===== src/hw/rtl/fnvtfc_pkg.sv =====
// Shared types and constants for the FNV-1a 64-bit trailer frame checker.
package fnvtfc_pkg;

  localparam logic [63:0] FNV_OFFSET_BASIS = 64'hcbf29ce484222325;
  localparam logic [31:0] MAGIC_RESET      = 32'h4D455448;
  localparam logic [3:0]  MIN_BLOB_LEN     = 4'd12;
  localparam logic [3:0]  TRAILER_LEN      = 4'd8;
  localparam logic [3:0]  MAGIC_LEN        = 4'd4;

  typedef enum logic [1:0] {
    STATUS_OK        = 2'd0,
    STATUS_TOO_SHORT = 2'd1,
    STATUS_HASH_BAD  = 2'd2,
    STATUS_MAGIC_BAD = 2'd3
  } status_t;

  typedef struct packed {
    logic [7:0] byte_value;
    logic       last_byte;
  } byte_item_t;

  // Result handed from the checking core to the output register
  typedef struct packed {
    logic    vld;
    status_t status;
  } result_t;

endpackage


===== src/hw/rtl/fnvtfc_ifs.sv =====
// Valid/ready channel interfaces for byte items and status items.
interface fnvtfc_byte_if;
  logic       valid;
  logic       ready;
  logic [7:0] byte_value;
  logic       last_byte;

  modport source (output valid, output byte_value, output last_byte, input ready);
  modport sink   (input valid, input byte_value, input last_byte, output ready);
endinterface

interface fnvtfc_status_if;
  logic       valid;
  logic       ready;
  logic [1:0] check_status;

  modport source (output valid, output check_status, input ready);
  modport sink   (input valid, input check_status, output ready);
endinterface


===== src/hw/rtl/fnvtfc_in_reg.sv =====
// Input register stage: captures one byte item and releases it to the core.
module fnvtfc_in_reg (
  input  logic                   clk,
  input  logic                   rst_n,
  input  logic                   in_valid,
  output logic                   in_ready,
  input  fnvtfc_pkg::byte_item_t in_item,
  input  logic                   out_free,
  output fnvtfc_pkg::byte_item_t item,
  output logic                   fire
);
  import fnvtfc_pkg::*;

  logic       vld_r;
  logic       vld_nxt;
  byte_item_t item_r;

  // Advance unless a last byte would land on an occupied output register
  assign fire     = vld_r && (!item_r.last_byte || out_free);
  assign in_ready = !vld_r || fire;
  assign item     = item_r;

  always_comb begin
    vld_nxt = vld_r;
    if (in_valid && in_ready) begin
      vld_nxt = 1'b1;
    end else if (fire) begin
      vld_nxt = 1'b0;
    end
  end

  always_ff @(posedge clk) begin
    if (!rst_n) begin
      vld_r <= 1'b0;
    end else begin
      vld_r <= vld_nxt;
    end
  end

  // Hold payload until the next accept
  always_ff @(posedge clk) begin
    if (in_valid && in_ready) begin
      item_r <= in_item;
    end
  end

endmodule


===== src/hw/rtl/fnvtfc_core.sv =====
// Checking core: delay window, running FNV-1a hash, magic capture and status.
module fnvtfc_core (
  input  logic                   clk,
  input  logic                   rst_n,
  input  logic                   cfg_wr_en,
  input  logic [31:0]            cfg_wr_data,
  input  fnvtfc_pkg::byte_item_t item,
  input  logic                   fire,
  output fnvtfc_pkg::result_t    result
);
  import fnvtfc_pkg::*;

  logic [31:0] exp_magic_r;
  logic [63:0] hash_r;
  logic [63:0] hash_nxt;
  logic [63:0] hash_step;
  logic [7:0]  win_r [8];
  logic [31:0] magic_r;
  logic [31:0] magic_nxt;
  logic [31:0] magic_add;
  logic [3:0]  cnt_r;
  logic [3:0]  cnt_nxt;
  logic [3:0]  cnt_inc;
  logic [63:0] trailer;
  status_t     status;

  // Multiply by the FNV prime 2^40 + 0x1b3 as a sum of shifts
  function automatic logic [63:0] fnv_mul(input logic [63:0] h);
    fnv_mul = (h << 40) + (h << 8) + (h << 7) + (h << 5) + (h << 4) + (h << 1) + h;
  endfunction

  always_comb begin
    // Fold the byte leaving a full window into the hash
    if (cnt_r >= TRAILER_LEN) begin
      hash_step = fnv_mul(hash_r ^ {56'd0, win_r[0]});
    end else begin
      hash_step = hash_r;
    end

    // Trailer as the window reads after this byte shifts in
    trailer = {item.byte_value, win_r[7], win_r[6], win_r[5],
               win_r[4], win_r[3], win_r[2], win_r[1]};

    if (cnt_r < MAGIC_LEN) begin
      magic_add = {24'd0, item.byte_value} << {cnt_r[1:0], 3'b000};
    end else begin
      magic_add = 32'd0;
    end

    cnt_inc = (cnt_r >= MIN_BLOB_LEN) ? MIN_BLOB_LEN : cnt_r + 4'd1;

    // Checks in priority order
    if (cnt_inc < MIN_BLOB_LEN) begin
      status = STATUS_TOO_SHORT;
    end else if (trailer != hash_step) begin
      status = STATUS_HASH_BAD;
    end else if ((magic_r | magic_add) != exp_magic_r) begin
      status = STATUS_MAGIC_BAD;
    end else begin
      status = STATUS_OK;
    end

    hash_nxt  = hash_r;
    magic_nxt = magic_r;
    cnt_nxt   = cnt_r;
    if (fire) begin
      if (item.last_byte) begin
        hash_nxt  = FNV_OFFSET_BASIS;
        magic_nxt = 32'd0;
        cnt_nxt   = 4'd0;
      end else begin
        hash_nxt  = hash_step;
        magic_nxt = magic_r | magic_add;
        cnt_nxt   = cnt_inc;
      end
    end
  end

  assign result.vld    = fire && item.last_byte;
  assign result.status = status;

  always_ff @(posedge clk) begin
    if (!rst_n) begin
      exp_magic_r <= MAGIC_RESET;
      hash_r      <= FNV_OFFSET_BASIS;
      magic_r     <= 32'd0;
      cnt_r       <= 4'd0;
    end else begin
      if (cfg_wr_en) begin
        exp_magic_r <= cfg_wr_data;
      end
      hash_r  <= hash_nxt;
      magic_r <= magic_nxt;
      cnt_r   <= cnt_nxt;
    end
  end

  // Shift the delay window on every item
  always_ff @(posedge clk) begin
    if (fire) begin
      for (int i = 0; i < 7; i++) begin
        win_r[i] <= win_r[i+1];
      end
      win_r[7] <= item.byte_value;
    end
  end

endmodule


===== src/hw/rtl/fnvtfc_out_reg.sv =====
// Output register: holds one status item until the sink takes it.
module fnvtfc_out_reg (
  input  logic                clk,
  input  logic                rst_n,
  input  fnvtfc_pkg::result_t result,
  output logic                out_free,
  output logic                out_valid,
  input  logic                out_ready,
  output logic [1:0]          out_status
);
  import fnvtfc_pkg::*;

  logic    vld_r;
  logic    vld_nxt;
  status_t status_r;

  assign out_free   = !vld_r || out_ready;
  assign out_valid  = vld_r;
  assign out_status = status_r;

  always_comb begin
    vld_nxt = vld_r;
    if (result.vld) begin
      vld_nxt = 1'b1;
    end else if (out_ready) begin
      vld_nxt = 1'b0;
    end
  end

  always_ff @(posedge clk) begin
    if (!rst_n) begin
      vld_r <= 1'b0;
    end else begin
      vld_r <= vld_nxt;
    end
  end

  // Load a new status item
  always_ff @(posedge clk) begin
    if (result.vld) begin
      status_r <= result.status;
    end
  end

endmodule


===== src/hw/rtl/fnvtfc_ifs_top_note.sv =====
// Result channel driver: puts the output register onto the status channel.
module fnvtfc_status_drv (
  input  logic [1:0]              status,
  input  logic                    valid,
  fnvtfc_status_if.source         out_ch
);
  import fnvtfc_pkg::*;

  // Drive the result channel from the output register
  assign out_ch.valid        = valid;
  assign out_ch.check_status = status;

endmodule


===== src/hw/rtl/fnvtfc1a64_top_placeholder.sv =====
// Input channel adapter: packs the byte channel into one byte item.
module fnvtfc_byte_rcv (
  fnvtfc_byte_if.sink              in_ch,
  input  logic                     ready,
  output fnvtfc_pkg::byte_item_t   item
);
  import fnvtfc_pkg::*;

  // Pack payload and return ready
  assign item.byte_value = in_ch.byte_value;
  assign item.last_byte  = in_ch.last_byte;
  assign in_ch.ready     = ready;

endmodule


===== src/hw/rtl/fnvtfc1a64_trailer_frame_checker_top.sv =====
// Top level of the FNV-1a 64-bit trailer frame checker.
// Takes one byte item per clock cycle with no gaps of its own, but a last
// byte waits in the input register while out_free is low. The rate is set by
// the running-hash loop: the XOR and the shift-and-add multiply by the 64-bit
// FNV prime form one combinational path. The final eight bytes of a blob are
// its little-endian hash trailer, and the first four its little-endian magic
// word. Status codes: 0 ok, 1 too short (under 12 bytes), 2 hash mismatch, 3
// bad magic. Write expected_magic only while the block is idle; no clearing
// pass is needed after reset.
module fnv1a64_trailer_frame_checker_top (
  input  logic            clk,
  input  logic            rst_n,
  fnvtfc_byte_if.sink     in_ch,
  fnvtfc_status_if.source out_ch,
  input  logic            cfg_wr_en,
  input  logic [31:0]     cfg_wr_data
);
  import fnvtfc_pkg::*;

  byte_item_t in_item;
  byte_item_t item;
  logic       in_ready;
  logic       fire;
  logic       out_free;
  logic       out_valid;
  logic [1:0] out_status;
  result_t    result;

  fnvtfc_byte_rcv u_byte_rcv (
    .in_ch (in_ch),
    .ready (in_ready),
    .item  (in_item)
  );

  fnvtfc_in_reg u_in_reg (
    .clk      (clk),
    .rst_n    (rst_n),
    .in_valid (in_ch.valid),
    .in_ready (in_ready),
    .in_item  (in_item),
    .out_free (out_free),
    .item     (item),
    .fire     (fire)
  );

  fnvtfc_core u_core (
    .clk         (clk),
    .rst_n       (rst_n),
    .cfg_wr_en   (cfg_wr_en),
    .cfg_wr_data (cfg_wr_data),
    .item        (item),
    .fire        (fire),
    .result      (result)
  );

  fnvtfc_out_reg u_out_reg (
    .clk        (clk),
    .rst_n      (rst_n),
    .result     (result),
    .out_free   (out_free),
    .out_valid  (out_valid),
    .out_ready  (out_ch.ready),
    .out_status (out_status)
  );

  fnvtfc_status_drv u_status_drv (
    .status (out_status),
    .valid  (out_valid),
    .out_ch (out_ch)
  );

endmodule

===== src/flat_wrapper.sv =====
// flat-port wrapper written by rule: the top's interface ports become plain ports
module fnv1a64_trailer_frame_checker_top_flat import fnvtfc_pkg::*;
  (clk, rst_n, cfg_wr_en, cfg_wr_data, in_ch_valid, in_ch_byte_value, in_ch_last_byte, in_ch_ready, out_ch_valid, out_ch_check_status, out_ch_ready);
  fnvtfc_byte_if in_ch_i ();
  fnvtfc_status_if out_ch_i ();
  input  logic clk;
  input  logic rst_n;
  input  logic cfg_wr_en;
  input  logic [31:0] cfg_wr_data;
  input wire logic [$bits(in_ch_i.valid)-1:0] in_ch_valid;
  input wire logic [$bits(in_ch_i.byte_value)-1:0] in_ch_byte_value;
  input wire logic [$bits(in_ch_i.last_byte)-1:0] in_ch_last_byte;
  output wire logic [$bits(in_ch_i.ready)-1:0] in_ch_ready;
  output wire logic [$bits(out_ch_i.valid)-1:0] out_ch_valid;
  output wire logic [$bits(out_ch_i.check_status)-1:0] out_ch_check_status;
  input wire logic [$bits(out_ch_i.ready)-1:0] out_ch_ready;
  assign in_ch_i.valid = in_ch_valid;
  assign in_ch_i.byte_value = in_ch_byte_value;
  assign in_ch_i.last_byte = in_ch_last_byte;
  assign in_ch_ready = in_ch_i.ready;
  assign out_ch_valid = out_ch_i.valid;
  assign out_ch_check_status = out_ch_i.check_status;
  assign out_ch_i.ready = out_ch_ready;
  fnv1a64_trailer_frame_checker_top u_core (.clk(clk), .rst_n(rst_n), .in_ch(in_ch_i), .out_ch(out_ch_i), .cfg_wr_en(cfg_wr_en), .cfg_wr_data(cfg_wr_data));
endmodule

===== config.mk =====
export PLATFORM = sky130hd
export DESIGN_NAME = fnv1a64_trailer_frame_checker_top_flat
export DESIGN_NICKNAME = d
export VERILOG_FILES = /design/src/hw/rtl/fnvtfc_pkg.sv /design/src/hw/rtl/fnvtfc_ifs.sv /design/src/hw/rtl/fnvtfc_in_reg.sv /design/src/hw/rtl/fnvtfc_core.sv /design/src/hw/rtl/fnvtfc_out_reg.sv /design/src/hw/rtl/fnvtfc_ifs_top_note.sv /design/src/hw/rtl/fnvtfc1a64_top_placeholder.sv /design/src/hw/rtl/fnvtfc1a64_trailer_frame_checker_top.sv /design/src/flat_wrapper.sv
export SDC_FILE = /design/constraint.sdc
export NUM_CORES = 1
export LEC_CHECK = 0
export BUFFER_PORTS_ARGS = -buffer_cell sky130_fd_sc_hd__buf_2
export CAP_MARGIN = 25
export CELL_PAD_IN_SITES_DETAIL_PLACEMENT = 1
export CELL_PAD_IN_SITES_GLOBAL_PLACEMENT = 1
export CORE_UTILIZATION = 40
export CTS_CLUSTER_SIZE = 25
export DETAILED_ROUTE_END_ITERATION = 12
export GPL_TIMING_DRIVEN = 1
export PLACE_DENSITY = 0.71
export SYNTH_ARGS = -nofsm -noshare
export SYNTH_HDL_FRONTEND = slang
export SYNTH_SLANG_ARGS = --single-unit

===== constraint.sdc =====
create_clock -name clk -period 6.05 [get_ports clk]
set_input_delay 1.21 -clock clk [delete_from_list [all_inputs] [get_ports clk]]
set_output_delay 1.21 -clock clk [all_outputs]
set_load 0.05 [all_outputs]

# After elaboration in Yosys (flattened, before gate mapping)
# Memories as Yosys holds them, arrays and structs flattened.
# Cells that the tools add are included.
# totals
register_bits,145
latch_bits,0
ramBits,64
rom_bits,0
in_bits,46
output_inout_bits,4
word_cells,51
n_memories,1
# mem_list
memory,depth,width,rd,rd_clocked_by_memory_dff,wr,line,text
u_core.u_core.win_r,8,8,8,0,8,fnvtfc_core.sv:17,logic [7:0] win_r [8];
# op_classes
add_sub_neg,7
multipliers,0
div,0
magnitude_cmp,4
eq_ne,2
shift,1
n_mux,14
n_bitwise,2
n_reduce_logical,11
# op_table
operator,n
adder 64 bit,6
2-to-1 mux 64 bit,2
2-to-1 mux 32 bit,2
inequality test 64 bit,1
bitwise XOR 64 x 8 -> 64 bit,1
inequality test 32 bit,1
bitwise OR 32 bit,1
<< shifter 8 x 5 -> 32 bit,1
">= comparator 4 bit, second input constant",2
2-to-1 mux 4 bit,2
2-to-1 mux 1 bit,6
"adder 4 x 1 -> 4 bit, second input constant",1
"less-than comparator 4 x 3 -> 1 bit, second input constant",1
"less-than comparator 4 bit, second input constant",1
2-to-1 mux 2 bit,2
nonzero test 2 bit,2
logical AND 1 bit,3
zero test 1 bit,3
logical OR 1 bit,3

# Longest topological paths before layout
# An unclocked memory read counts as a cell.
# logic_depth
word_depth,11
mapped_depth,25
depth_no_buf,23

# Hierarchy
# A second synthesis with hierarchy kept.
# hier_totals
hier_cells,2301
area_unflattened_um2,21125.3
# by_module_without_submodules
module,instances,cells_each,area_per_inst_um2,seq_area_each_um2
fnvtfc_core,1,2266,20573.5,4564.4
fnvtfc_in_reg,1,16,345.3,290.3
fnvtfc_out_reg,1,6,108.9,80.1
fnvtfc_byte_rcv,1,10,75.1,0.0
fnvtfc_status_drv,1,3,22.5,0.0

# Worst setup path after synthesis
# OpenSTA, ideal clock, no wires.
# synth_timing
path_kind,register to register
startpoint,memory u_core.u_core.win_r[0][4]
endpoint,"register u_core.u_out_reg.status_r[1] (netlist: u_core.u_out_reg.out_status[1]), data pin"
setup_ns,0.264
t_arrival_ns,5.936
t_required_ns,5.786
slack_ns,-0.150
path_stages_with_launch,22
path_buffers,1
period_less_slack_ns,6.200
cell_sequence,edfxtp_1 > xor2_1 > fa_1 > fa_1 > inv_1 > fa_1 > inv_1 > ha_1 > ha_1 > buf_6 > a21o_1 > a221oi_4 > o21a_4 > o21ai_4 > a31o_4 > o211a_4 > o31a_1 > o31ai_2 > xor2_1 > or3b_1 > nor4_1 > a21oi_1
# synth_lines
item,line,text
"start, declared",fnvtfc_core.sv:17,
"end signal, assigned",fnvtfc_out_reg.sv:41,status_r <= result.status;
"end, declared",fnvtfc_out_reg.sv:15,status_t status_r;

==> flow_summary.yaml <==
timing:
  clock_skew_ns: 0.0172
  worst-slew-pin-transition_ns: 1.05
  rsz0062_at_grt: "true"
  period_share_pct: 106
  slew_headroom_pct: 30.1
  setup_ws_ns: -0.358
  final_hold_viol_count: 0
  period_needed_ns: 6.41
  drv_slew: 0
  tns_ns: -0.637
  setup_viol: 2
  max_freq_ghz: 0.156
logic_synthesis:
  ys_top_cells_by_area: "fa_1 22%, dfxtp_1 13%, edfxtp_1 10%, inv_1 6.9%, ha_1 6.3%"
  synthesis.area_um2: 21500
  ys_seq_area_share_pct: 23.0
  yosysUniqueCellTypes: 93
  synth.most_common_cell: "inv_1"
  yosys_most_used_dff: "dfxtp_1"
  syn_avg_cell_area_um2: 9.07
  yosys_warnings: 0
  synth-seq-cells: 209
  netlist_instances: 2366
  yosys-top-cells-count: "393 x inv_1, 240 x fa_1, 171 x nand2_1"
  syn-num-nets: 2760
  yosys.area.top_type_share_pct: 22.4
  synth_edf_count: 75
  ys_async_sr_fraction_pct: 0
  synth_largest_area_cell: "fa_1"
cts:
  htreeDepth: 1
  numCtsBuffers: 27
  clk_path_buf_depth: 3
  clock_latency_ns: 0.59
  clk_pin_slew_ns: 0.06
  root_buffer: "clkbuf_16"
  cts_tree: "yes"
  hold_buffers: 0
  cts.sinks: 209
critical_path:
  r2r-start: "u_core.u_core.win_r[0][7]$_DFFE_PP_"
  path_buf_inv: 8
  critical_path_class: "register to register"
  required_ns: 6.35
  crit_arrival_ns: 6.71
  cp-end-kind: "register"
  startpoint: "u_core.u_core.win_r[0][7]$_DFFE_PP_"
  cp_top_family: "adder cells"
  cp-start-kind: "register"
  crit_top_cell: "buf_4"
  max_stage_delay_ns: 0.54
  slowest_stage: "fa_1"
  critPathMaxFanout: 5
floorplan:
  fp.dieW_um: 234
  die_h_um: 234
  ios: 50
  start_util_pct: 40.7
  core-area_um2: 52800
  rows: 84
  die_area_um2: 54600
final_layout:
  regArea_um2: 4950
  stdcell_count: 3653
  n_fill_cell: 6045
  final_layout_size_suffix_gt1_share_pct: 29.2
  area_growth_pct: 34.2
  multi_input_area_um2: 15500
  final_nets: 3338
  diodes: 0
  final_cell_area_um2: 28800
placed_design:
  dp.final_hpwl_mm: 77.7
  dpl-instance-area_um2: 26600
  portBuffers: 49
  dpl.cell_count: 3556
  gp_congestion: 1.01
route:
  viasPerCell: 5.63
  drtPass1Iterations: 6
  post_drt_wl_per_cell_um: 26.3
  vias: 20600
  drc: 0
  finalWirelength_mm: 96.2
  drt_iter0_markers: 1650
  postRouteAntennaNets: 0
power_and_ir_drop:
  p_leak_nw: 13.0
  design_power_total_mw: 5.26
  irDropWorstVdd_mv: 0.229
  powerDensity_nw_per_um2: 183
global_routing:
  grt_pass1_vias: 22300
  overflow: 0
  grt.total_usage_pct: 35.4
  grt_pass1_wl_mm: 141
  grt_max_degree: 75
  antenna_found_initial: 0
run_status:
  failed_checks: "setup timing"
  status: "finished, violations left"
run:
  cap_violations: 0
min_path:
  min_path_type: "register to register"
  hp-start: "u_core.u_core.magic_r[22]$_SDFFE_PN0P_"
==> stage by stage <==
step | util [%] | setup slack, ns | hold WS, ns
after floorplan | - | 0.0229 | 0.424
after global placement | 50.3 | -0.937 | 0.450
after detailed placement | 50.4 | -1.03 | 0.457
after CTS | 53.6 | -0.222 | 0.472
after global routing | 54.6 | -0.541 | 0.478
final | 54.6 | -0.358 | 0.468
==> timing repair <==
item,4_1_cts,5_1_grt
pin swaps,47,41
resized for setup,118,82
cloned,0,0
setup endpoints to repair,13,5
setup buffers,36,13
==> cells in the final DEF, fill, tap and decap left out, drive strengths merged, types with 6 or more instances in the layout <==
master,instances
buf,656
inv,393
fa,240
nand2,171
a21oi,160
xnor2,144
dfxtp,134
nor2,113
ha,108
o21ai,87
edfxtp,75
xor2,73
nor2b,66
mux2i,43
nand4,39
clkbuf,36
a22oi,33
o211ai,33
nand3,33
nor3,29
nor4,29
a21o,23
o21a,22
and2,15
a31oi,13
and3,13
o21bai,12
o31ai,11
a211oi,10
clkinv,10
a221oi,9
a211o,8
nand2b,8
or3,7
o2111ai,7
a32oi,6
maj3,6
==> logic make-up after synthesis <==
group                      count (synthesis)  share of synthesized area, %
AOI/OAI and AO/OA                        488                          15.1
DFF                                      209                          23.0
and+or+nand+nor                          554                          13.0
adders and majority gates                354                          29.0
buffers and inverters                    501                          9.08
xor gates and xnor gates                 217                          8.86
muxes                                     43                          2.01
==> registers in the layout, summed over array words and instances, names as in the netlist <==
name                         count
u_core.u_in_reg.item             9
u_core.u_out_reg.out_valid       1
u_core.u_core.hash_r            64
u_core.u_core.cnt_r              4
u_core.u_core.win_r             64
u_core.u_out_reg.out_status      2
u_core.u_core.magic_r           32
u_core.u_in_reg.vld_r            1
u_core.u_core.exp_magic_r       32
==> final timing paths <==
| kind | cells past startpoint | endpoint | slack, ns |
|---|---|---|---|
| worst max-delay path | 26 | u_core.u_out_reg.out_status[1]$_SDFFCE_PN0P_ | -0.36 |
| worst min-delay path | 2 | u_core.u_core.magic_r[22]$_SDFFE_PN0P_ | 0.47 |
| worst max register to register | 26 | u_core.u_out_reg.out_status[1]$_SDFFCE_PN0P_ | -0.36 |
| worst min register to register | 2 | u_core.u_core.magic_r[22]$_SDFFE_PN0P_ | 0.47 |
==> metal layers <==
| layer | global-route usage [%] | vias to the layer above | part of all wire (%) |
|---|---|---|---|
| met4 | 16.8 | 0 | 5.9 |
| met2 | 58.5 | 776 | 47 |
| li1 | - | 9044 | - |
| met3 | 6.12 | 252 | 7.0 |
| met1 | 44.7 | 10500 | 40 |
| met5 | 0 | - | 0 |
==> worst reg2reg max path, cell delays in order, from the launching register on <==
cell       delay [ns]
edfxtp_1         0.46
xor2_2           0.23
buf_6            0.16
buf_4            0.14
maj3_1           0.36
fa_1             0.54
inv_1            0.07
fa_1             0.48
inv_1            0.06
ha_1             0.27
ha_1             0.32
buf_4            0.16
nand4_1          0.22
nor4_2           0.39
o211ai_1         0.17
buf_4            0.19
nand2_1          0.08
a31o_2           0.19
buf_4            0.17
nand2_1          0.09
and4b_1          0.20
a31oi_1          0.18
o2111ai_2        0.20
o41ai_2          0.27
buf_4            0.16
and4b_2          0.30
a21oi_2          0.07
==> where the power goes <==
group / internal [mW] / total [mW] / switching, mW
Sequential: 1.50 / 1.55 / 0.0498
Combinational: 0.940 / 2.08 / 1.14
Clock: 0.907 / 1.64 / 0.734
==> cell type report <==
cell class / instances / share of cell area (%)
clock buffer: 36 / 2.57
clock inverter: 14 / 0.404
inverter: 394 / 5.20
multi-input combinational: 1656 / 53.7
sequential: 209 / 17.2
tap: 688 / 2.99
timing repair buffer: 656 / 17.9
Power figures use the tool's default switching activity.
